### config.mk
export PLATFORM = sky130hd
export DESIGN_NAME = blocking_round_robin_scheduler_core
export DESIGN_NICKNAME = d
export VERILOG_FILES = /design/src/design/brrs_pkg.sv /design/src/design/brrs_cell.sv /design/src/design/blocking_round_robin_scheduler_core.sv
export SDC_FILE = /design/constraint.sdc
export NUM_CORES = 1
export LEC_CHECK = 0
export BUFFER_PORTS_ARGS = -buffer_cell sky130_fd_sc_hd__buf_2
export CELL_PAD_IN_SITES_DETAIL_PLACEMENT = 0
export CELL_PAD_IN_SITES_GLOBAL_PLACEMENT = 1
export CORE_MARGIN = 5
export CORE_UTILIZATION = 49
export DETAILED_ROUTE_END_ITERATION = 8
export PLACE_DENSITY_LB_ADDON = 0.12
export SKIP_CTS_REPAIR_TIMING = 1
export SYNTH_ARGS = -nofsm -noshare
export SYNTH_HDL_FRONTEND = slang
export SYNTH_SLANG_ARGS = --single-unit
export TNS_END_PERCENT = 30
### constraint.sdc
create_clock -name clk_i -period 5.9 [get_ports clk_i]
set_clock_uncertainty 0.2 [all_clocks]
set_input_delay 0.295 -clock clk_i [delete_from_list [all_inputs] [get_ports clk_i]]
set_output_delay 0.295 -clock clk_i [all_outputs]
set_load 0.03 [all_outputs]
### src/design/brrs_pkg.sv
// Shared constants and types for the blocking round-robin scheduler.
`default_nettype none
package brrs_pkg;

  localparam int unsigned NUM_TASKS = 5;
  localparam int unsigned TICK_BITS = 32;
  localparam int unsigned IDX_W     = (NUM_TASKS > 2) ? $clog2(NUM_TASKS) : 1;

  localparam int unsigned REQ_TICK  = 0;
  localparam int unsigned REQ_DELAY = 1;

  typedef enum logic [2:0] {
    ST_IDLE = 3'b001,
    ST_SCAN = 3'b010,
    ST_EMIT = 3'b100
  } state_e;

  typedef struct packed {
    logic                 load;
    logic                 shift;
    logic                 tick_en;
    logic [TICK_BITS-1:0] tick_new;
    logic                 dly_en;
    logic [TICK_BITS-1:0] wake_new;
  } cell_ctrl_t;

endpackage
`default_nettype wire

### src/design/brrs_cell.sv
// One task slot: blocked flag, wake tick and the round-robin search token.
`default_nettype none
module brrs_cell
  import brrs_pkg::*;
(
  input  wire logic       clk_i,
  input  wire logic       rst_ni,
  input  wire logic       idle_i,
  input  wire logic       sel_i,
  input  wire cell_ctrl_t ctrl_i,
  input  wire logic       tok_i,
  output logic            tok_o,
  output logic            blocked_o,
  output logic            hit_o
);

  logic                 tok_q, tok_d;
  logic                 blocked_q, blocked_d;
  logic [TICK_BITS-1:0] wake_q, wake_d;

  always_comb begin
    tok_d     = tok_q;
    blocked_d = blocked_q;
    wake_d    = wake_q;
    if (ctrl_i.load) begin
      tok_d = sel_i;
    end else if (ctrl_i.shift) begin
      tok_d = tok_i;
    end
    if (ctrl_i.tick_en && blocked_q && (wake_q == ctrl_i.tick_new)) begin
      blocked_d = 1'b0;
    end
    if (ctrl_i.dly_en && sel_i && !idle_i) begin
      blocked_d = 1'b1;
      wake_d    = ctrl_i.wake_new;
    end
  end

  always_ff @(posedge clk_i or negedge rst_ni) begin
    if (!rst_ni) begin
      tok_q     <= 1'b0;
      blocked_q <= 1'b0;
    end else begin
      tok_q     <= tok_d;
      blocked_q <= blocked_d;
    end
  end

  always_ff @(posedge clk_i) begin
    wake_q <= wake_d;
  end

  assign tok_o     = tok_q;
  assign blocked_o = blocked_q;
  assign hit_o     = ctrl_i.shift & tok_i & ~blocked_q & ~idle_i;

endmodule
`default_nettype wire

### src/design/blocking_round_robin_scheduler_core.sv
// Top level: event sequencer, ring of task cells and result register.
//
//  channel | signals                                  | direction
//  --------+------------------------------------------+----------
//  input   | in_valid_i, in_stall_o, req_type_i,      | in
//          | delay_ticks_i                            |
//  output  | out_valid_o, out_stall_i, running_task_o,| out
//          | tick_now_o, blocked_mask_o               |
//
// An event is handled in steps: the counter and cells are updated, then the search
// token walks the ring cell by cell until it meets a ready task (the idle task is
// chosen if none is ready), then the result is loaded. A delay from the idle task skips the search.
// One event is in work at a time; the next transfer may be taken while a result
// waits on out_stall_i. Reset leaves task 1 running, counter zero and every
// task ready.
`default_nettype none
module blocking_round_robin_scheduler_core
  import brrs_pkg::*;
(
  input  wire logic        clk_i,
  input  wire logic        rst_ni,
  input  wire logic        in_valid_i,
  output logic             in_stall_o,
  input  wire logic        req_type_i,
  input  wire logic [31:0] delay_ticks_i,
  output logic             out_valid_o,
  input  wire logic        out_stall_i,
  output logic [2:0]       running_task_o,
  output logic [31:0]      tick_now_o,
  output logic [4:0]       blocked_mask_o
);

  state_e               state_q, state_d;
  logic [TICK_BITS-1:0] tick_q, tick_d;
  logic [IDX_W-1:0]     cur_q, cur_d;
  logic [IDX_W-1:0]     pos_q, pos_d;
  logic [IDX_W-1:0]     step_q, step_d;
  logic [IDX_W-1:0]     pos_nxt;
  logic                 out_valid_q;
  logic [2:0]           running_task_q;
  logic [31:0]          tick_now_q;
  logic [4:0]           blocked_mask_q;

  logic                 accept;
  logic                 is_tick;
  logic                 cur_user;
  logic                 emit_load;
  logic                 any_hit;
  logic [TICK_BITS-1:0] tick_inc;
  logic [TICK_BITS+31:0] dly_ext;
  logic [IDX_W+2:0]     cur_ext;
  logic [TICK_BITS+31:0] tick_ext;
  logic [NUM_TASKS+4:0] mask_ext;
  cell_ctrl_t           ctrl;

  logic [NUM_TASKS-1:0] sel;
  logic [NUM_TASKS-1:0] tok;
  logic [NUM_TASKS-1:0] tok_in;
  logic [NUM_TASKS-1:0] blocked;
  logic [NUM_TASKS-1:0] hit;

  assign in_stall_o = (state_q != ST_IDLE);
  assign accept     = in_valid_i & ~in_stall_o;
  assign is_tick    = (req_type_i == 1'(REQ_TICK));
  assign cur_user   = (cur_q != '0);
  assign tick_inc   = tick_q + {{(TICK_BITS-1){1'b0}}, 1'b1};
  assign dly_ext    = {{TICK_BITS{1'b0}}, delay_ticks_i};
  assign any_hit    = |hit;
  assign pos_nxt    = (pos_q == IDX_W'(NUM_TASKS-1)) ? '0 : IDX_W'(pos_q + 1'b1);
  assign emit_load  = (state_q == ST_EMIT) & (~out_valid_q | ~out_stall_i);

  always_comb begin
    ctrl.load     = accept & (is_tick | cur_user);
    ctrl.shift    = (state_q == ST_SCAN);
    ctrl.tick_en  = accept & is_tick;
    ctrl.tick_new = tick_inc;
    ctrl.dly_en   = accept & ~is_tick & cur_user;
    ctrl.wake_new = tick_q + dly_ext[TICK_BITS-1:0];
  end

  generate
    for (genvar i = 0; i < NUM_TASKS; i++) begin : g_cell
      assign sel[i]    = (cur_q == IDX_W'(i));
      assign tok_in[i] = tok[(i + NUM_TASKS - 1) % NUM_TASKS];
      brrs_cell u_cell (
        .clk_i     (clk_i),
        .rst_ni    (rst_ni),
        .idle_i    (i == 0),
        .sel_i     (sel[i]),
        .ctrl_i    (ctrl),
        .tok_i     (tok_in[i]),
        .tok_o     (tok[i]),
        .blocked_o (blocked[i]),
        .hit_o     (hit[i])
      );
    end
  endgenerate

  always_comb begin
    state_d = state_q;
    tick_d  = tick_q;
    cur_d   = cur_q;
    pos_d   = pos_q;
    step_d  = step_q;
    case (state_q)
      ST_IDLE: begin
        if (accept) begin
          pos_d  = cur_q;
          step_d = '0;
          if (is_tick) begin
            tick_d  = tick_inc;
            state_d = ST_SCAN;
          end else if (cur_user) begin
            state_d = ST_SCAN;
          end else begin
            state_d = ST_EMIT;
          end
        end
      end
      ST_SCAN: begin
        pos_d  = pos_nxt;
        step_d = IDX_W'(step_q + 1'b1);
        if (any_hit) begin
          cur_d   = pos_nxt;
          state_d = ST_EMIT;
        end else if (step_q == IDX_W'(NUM_TASKS-1)) begin
          cur_d   = '0;
          state_d = ST_EMIT;
        end
      end
      ST_EMIT: begin
        if (emit_load) begin
          state_d = ST_IDLE;
        end
      end
      default: begin
        state_d = ST_IDLE;
      end
    endcase
  end

  always_ff @(posedge clk_i or negedge rst_ni) begin
    if (!rst_ni) begin
      state_q     <= ST_IDLE;
      tick_q      <= '0;
      cur_q       <= IDX_W'(1);
      pos_q       <= '0;
      step_q      <= '0;
      out_valid_q <= 1'b0;
    end else begin
      state_q <= state_d;
      tick_q  <= tick_d;
      cur_q   <= cur_d;
      pos_q   <= pos_d;
      step_q  <= step_d;
      if (emit_load) begin
        out_valid_q <= 1'b1;
      end else if (!out_stall_i) begin
        out_valid_q <= 1'b0;
      end
    end
  end

  assign cur_ext  = {3'b000, cur_q};
  assign tick_ext = {32'h0, tick_q};
  assign mask_ext = {5'b00000, blocked};

  always_ff @(posedge clk_i) begin
    if (emit_load) begin
      running_task_q <= cur_ext[2:0];
      tick_now_q     <= tick_ext[31:0];
      blocked_mask_q <= mask_ext[4:0];
    end
  end

  assign out_valid_o    = out_valid_q;
  assign running_task_o = running_task_q;
  assign tick_now_o     = tick_now_q;
  assign blocked_mask_o = blocked_mask_q;

endmodule
`default_nettype wire

==> run metrics, run 1 <==
status completed; Port Buffers 77; vias in the first global route between 8000 and 9000; Overall Power roughly 0.0045 W; Lkg Pwr 4.91 nW; Slew Viols, Final 0; antenna viol nets, final 0; Synth Instances ~1000; multi-input logic area between 5000 and 6000 um2; Async SR Flop Fraction 0.244; period utilization 0.783; min Tclk post-route around 4.6 ns; Post-Route WL ~33 mm; #FFs+latches synth roughly 220; met3 routed WL 2.51 mm; Final Setup Violations 0; Critical Path Source Type flip-flop; Core Region between 20000 and 25000 um2; Synth Warn # 0; fraction of layout cells with a size suffix above 1 0.129; Initial Utilization 0.494; initial antenna violation count 0; CP Capture Type flip-flop; flop2flop setup slack 1.28 ns; drt initial violations approximately 860; Tot GR Track Use 0.238; RePlAce Congestion 0.947; Worst EP required 5.94 ns; cell taking the most area after synthesis edfxtp_1; reg2reg end g_cell[2].u_cell.wake_q[30]$_DFFE_PP_; FF+latch area 6370 um2; total gr overflow 0; CTS Sinks approximately 220; Die Span X roughly 170 um; Ant. Diodes 0; fill count 2121; WL/cell 22.7 um; DRC Markers 0; clk buf depth 3; vias per cell 5.87; Worst VDD drop 185 uV; via count 8610; worst-case hold path end point state_q[0]$_DFFE_PN1P_; Post-synth EDFFs 167; share of Yosys cell area claimed by the top area cell type 0.421; worst skew pair latency 0.53 ns; power per cell area 332 nW/um2; total of max-cap violations 0; CTS tree yes; WL met2 15.2 mm; register area share after synthesis 0.535; Critical Path Max Stage Delay around 0.60 ns; Worst path slowest cell o311ai_0; Max Fclk around 0.22 GHz; area grow syn2layout 14.0%; Crit Path Class flip-flop to flip-flop; # rows 57; worst hold path class primary input to flip-flop; hold wc startpoint in_valid_i; Crit path arrival time 4.66 ns; highest routed layer met4; largest net degree at the start of global routing 55; Cell variety after synth 72; Num CTS Buffers 26; RSZ-0062 raised after global routing no; first-pass GRT wire length 51.1 mm; CTS clk-pin slew, worst paths 0.06 ns; Worst R2R Path Depth 10; cells along the critical path ha_1, fa_1, a211oi_1, nor4_1, o311ai_0, a21oi_1, a22oi_1, a31oi_1, o41ai_1, xnor2_1; Slew @ Worst Pin around 1.2 ns; Mapped Nets 1118; mapped cell area 11900 um2; die height 166 um; NumNets Final 1197; die footprint 27500 um2; Worst Path Max Fanout 10; DR pass1 iterations 5; Hold Vio Cnt, Final 0; synth top area cells edfxtp_1 (42%), dfrtp_1 (11%), xnor2_1 (9.2%); setup_tns 0 ns; max_slew headroom 0.174; Hold Crit Depth 5; I/O pins ~80; Syn Area/Cell 11.4 um2; hpwl dp between 20 and 25 mm; R2R Path Start tick_q[0]$_DFFE_PN0P_; wire length on met1 14.7 mm; clk root buf clkbuf_16; Primary FF master, synth edfxtp_1; CTS H-Tree Depth 1
stage by stage:
step           utilization  instance area, um2  setup WS (ns)  hold slack (ns)  std cells
2_1_floorplan            -               11900           1.06           -0.201       1044
3_3_place_gp         0.524               12600           1.51            0.278       1416
3_5_place_dp         0.524               12600           1.42            0.286       1416
4_1_cts              0.562               13500           1.38           -0.232       1464
5_1_grt              0.563               13600           1.15           0.0735       1467
6_report             0.563               13600           1.28           0.0170       1467
power breakdown:
| group | leakage [nW] | internal [W] | total (W) | switching (W) |
|---|---|---|---|---|
| Combinational | 2.26 | 0.000295 | 0.000825 | 0.000530 |
| Sequential | 2.20 | 0.00185 | 0.00198 | 0.000126 |
| Clock | 0.453 | 0.00106 | 0.00170 | 0.000640 |
Yosys cell counts, types with 4 or more instances:
cell type  number
a21o_1          7
o311ai_0        4
o211ai_1        5
and3_1          8
a211oi_1       14
o22ai_1         7
dfrtp_1        52
nand4_1        32
nand2_1        64
nor4_1         20
a31oi_1        15
nor3_1         34
xor2_1         82
nand2b_1        7
buf_4           4
buf_2           9
nand3_1        27
a21oi_1        44
o21a_1          4
and4_1          7
and2_1          7
a311oi_1        4
edfxtp_1      167
or3_1           5
clkbuf_1       26
nand3b_1        6
o21ai_0        45
xnor2_1       125
ha_1           36
o21bai_1        9
o31ai_1         5
nor2_1         72
nor3b_1        10
inv_1          26
critical path: cells and delay by family (launching register included):
family | cells | cell delay (ns)
AOI/OAI and AO/OA | 6 | 2.49
xor gates and xnor gates | 1 | 0.18
adders and majority gates | 2 | 0.75
DFF | 1 | 0.54
and+or+nand+nor | 1 | 0.17
worst max path at each step:
stage                           startpoint                               endpoint  slack [ns]  cells after the start
floorplan           state_q[0]$_DFFE_PN1P_   g_cell[2].u_cell.wake_q[0]$_DFFE_PP_        1.06                      4
global placement     tick_q[0]$_DFFE_PN0P_  g_cell[1].u_cell.wake_q[30]$_DFFE_PP_        1.51                     10
detailed placement   tick_q[0]$_DFFE_PN0P_  g_cell[1].u_cell.wake_q[30]$_DFFE_PP_        1.42                     10
CTS                  tick_q[0]$_DFFE_PN0P_  g_cell[2].u_cell.wake_q[30]$_DFFE_PP_        1.38                     10
global route         tick_q[0]$_DFFE_PN0P_  g_cell[4].u_cell.wake_q[30]$_DFFE_PP_        1.15                     10
finish               tick_q[0]$_DFFE_PN0P_  g_cell[2].u_cell.wake_q[30]$_DFFE_PP_        1.28                     10
sequential cells by signal (all words and copies together) (netlist names):
register	cells
blocked_mask_o	4
cur_q	3
g_cell.u_cell.blocked_o	4
g_cell.u_cell.tok_o	5
g_cell.u_cell.wake_q	128
out_valid_o	1
pos_q	3
running_task_o	3
state_q	3
step_q	3
tick_now_o	32
tick_q	32
routing by layer:
layer	GRT usage	up-vias
met5	0	-
met4	0.0581	0
met3	0.0450	68
met2	0.381	352
met1	0.338	4163
li1	-	4027
cells by family (layout without fill, tap and decap cells):
group / after synthesis / count (layout) / synth area share
simple gates: 322 / 322 / 0.143
buf+inv: 66 / 165 / 0.0230
other cells: 1 / 1 / 0.000315
fa+ha+maj: 37 / 37 / 0.0395
xor+xnor: 210 / 210 / 0.158
mux: 2 / 2 / 0.00168
compound gates: 185 / 185 / 0.0992
flops: 221 / 221 / 0.535
cells in the final DEF, fill, tap and decap left out, types with 10 or more instances in the layout:
cell type | netlist | layout
a211oi_1 | 14 | 14
a21oi_1 | 44 | 43
a31oi_1 | 15 | 15
buf_2 | 9 | 77
buf_4 | 4 | 10
clkbuf_16 | 0 | 27
dfrtp_1 | 52 | 52
edfxtp_1 | 167 | 167
ha_1 | 36 | 36
inv_1 | 26 | 26
nand2_1 | 64 | 64
nand3_1 | 27 | 27
nand4_1 | 32 | 32
nor2_1 | 72 | 70
nor3_1 | 34 | 34
nor3b_1 | 10 | 10
nor4_1 | 20 | 19
o21ai_0 | 45 | 45
xnor2_1 | 125 | 125
xor2_1 | 82 | 82
area by class of cell:
cell class,count,share of cell area
flip-flops and latches,221,0.469
multi-input cells,757,0.390
clock buffers,37,0.0555
repair buffers,90,0.0362
well taps,324,0.0299
clock inverters,11,0.0117
inverters,27,0.00747
Note: power is estimated with default switching activity, not from simulation.
==> run 2, diff against run 1 <==
--- a/config.mk
+++ b/config.mk
@@ -9,7 +9,7 @@
 export CELL_PAD_IN_SITES_DETAIL_PLACEMENT = 0
 export CELL_PAD_IN_SITES_GLOBAL_PLACEMENT = 1
 export CORE_MARGIN = 5
-export CORE_UTILIZATION = 49
+export CORE_UTILIZATION = 45
 export DETAILED_ROUTE_END_ITERATION = 8
 export PLACE_DENSITY_LB_ADDON = 0.12
 export SKIP_CTS_REPAIR_TIMING = 1
==> constraint.sdc (replaced) <==
create_clock -name clk_i -period 3.77 [get_ports clk_i]
set_clock_uncertainty 0.2 [all_clocks]
set_input_delay 0.1885 -clock clk_i [delete_from_list [all_inputs] [get_ports clk_i]]
set_output_delay 0.1885 -clock clk_i [all_outputs]
set_load 0.03 [all_outputs]
==> run metrics, run 2 (synthesis gave the netlist of run 1 again) <==
status completed; Tot GR Track Use 0.235; WL/cell roughly 23 um; antenna viol nets, final 0; Worst path slowest cell or4_1; Worst R2R Path Depth 10; initial antenna violation count 0; die height between 150 and 200 um; CTS tree yes; Post-Route WL approximately 36 mm; Crit path arrival time 3.63 ns; Critical Path Source Type flip-flop; first-pass GRT wire length 54.9 mm; CTS clk-pin slew, worst paths 0.06 ns; DRC Markers 0; Max Fclk 0.279 GHz; Hold Vio Cnt, Final 0; CTS H-Tree Depth 1; most common cell after layout, fill and taps aside edfxtp_1; NumNets Final 1265; Crit Path Class flip-flop to flip-flop; vias in the first global route 8931; period utilization 0.949; power per cell area 497 nW/um2; max reg flops around 130; vias per cell 5.77; Hold Crit Depth 5; # rows between 50 and 60; commonest cells after routing, fill and taps aside edfxtp_1 (167), xnor2_1 (125), xor2_1 (81), buf_2 (77), buf_4 (75); I/O pins 79; Worst Path Max Fanout 5; fraction of layout cells with a size suffix above 1 0.182; Slew Viols, Final 0; setup_tns 0 ns; via count 8904; die footprint 29800 um2; worst skew pair latency 0.53 ns; worst hold path class primary input to flip-flop; Placed Cells 1495; total of max-cap violations 0; Num CTS Buffers 25; min Tclk post-route 3.58 ns; clk buf depth 3; Core Region 26100 um2; Top reg by flops g_cell.u_cell.wake_q; Final Setup Violations 0; RePlAce Congestion a little over 0.9; CP Capture Type flip-flop; Slew @ Worst Pin 0.953 ns; Worst VDD drop 338 uV; area grow syn2layout 18.6%; clk root buf clkbuf_16; largest net degree at the start of global routing 37; Die Span X 173 um; final cell count without fillers 1544; Overall Power ~0.007 W; Ant. Diodes 0; max_slew headroom 0.364; cells along the critical path ha_1, o21ai_0, nor2_1, a2111oi_1, buf_4, a21oi_1, o31a_1, or4_1, a2111oi_2, a211oi_2; Lkg Pwr about 5.2 nW; CTS Sinks 221; RSZ-0062 raised after global routing no; drt initial violations 808; Port Buffers 77; hpwl dp ~27 mm; Initial Utilization 0.457; Critical Path Max Stage Delay 0.47 ns; Worst EP required roughly 3.8 ns; DR pass1 iterations 5; total gr overflow 0
==> run 2: cell types whose count changed in the layout (fill, tap and decap cells not counted), sizes merged <==
| cell | change |
|---|---|
| buf | +68 |
| clkbuf | -3 |
| bufinv | -1 |
| clkinv | +1 |
| clkinvlp | +1 |
| dlygate4sd3 | +1 |
| inv | -1 |
==> run 2: through the flow <==
stage / worst slack [ns] / utilization / area (um2) / hold WS (ns)
after CTS: 0.0907 / 0.538 / 14000 / -0.365
after global placement: 0.123 / 0.506 / 13200 / 0.198
after global routing: 0.00795 / 0.541 / 14100 / 0.00397
final: 0.192 / 0.541 / 14100 / 0.00124
after floorplan: 0.288 / - / 11900 / -0.307
after detailed placement: 0.0761 / 0.506 / 13200 / 0.183
==> run 2: worst paths after layout <==
kind | from | endpoint | slack (ns)
max in group asynchronous | rst_ni | tick_q[20]$_DFFE_PN0P_ | 2.33
worst min-delay path | req_type_i | tick_q[1]$_DFFE_PN0P_ | 0.001
worst max-delay path | tick_q[8]$_DFFE_PN0P_ | g_cell[3].u_cell.wake_q[31]$_DFFE_PP_ | 0.19
worst min register to register | pos_q[0]$_DFFE_PN0P_ | cur_q[0]$_DFFE_PN1P_ | 0.29
worst max register to register | tick_q[8]$_DFFE_PN0P_ | g_cell[3].u_cell.wake_q[31]$_DFFE_PP_ | 0.19
min in group asynchronous | rst_ni | step_q[2]$_DFFE_PN0P_ | 0.16
==> run 2: layout make-up <==
type | count | area (um2)
clock buffer | 34 | 689
clock inverter | 11 | 140
fill | 2292 | 12000
inverter | 27 | 101
multi-input combinational | 757 | 5340
sequential | 221 | 6370
tap | 335 | 419
timing repair buffer | 159 | 1050
==> run 2: worst max-delay path: cells and delay by family (launching register included) <==
family,cells,cell delay (ns)
AOI/OAI and AO/OA,6,1.62
and+or+nand+nor,2,0.58
DFF,1,0.37
adders and majority gates,1,0.35
buffers and inverters,1,0.19
==> run 2: per-layer routing <==
| metal | routed length (um) | up-vias | GRT usage | share of wire |
|---|---|---|---|---|
| met5 | 0 | - | 0 | 0 |
| met4 | 878 | 0 | 0.0627 | 0.024 |
| met3 | 2660 | 52 | 0.0365 | 0.074 |
| met2 | 16600 | 363 | 0.373 | 0.46 |
| met1 | 15800 | 4337 | 0.339 | 0.44 |
| li1 | - | 4152 | - | - |
==> run 2: power breakdown <==
group | internal (W) | leakage [nW] | switching [W]
clock network | 0.00149 | 0.407 | 0.00101
registers | 0.00289 | 2.20 | 0.000124
logic | 0.000548 | 2.62 | 0.000951
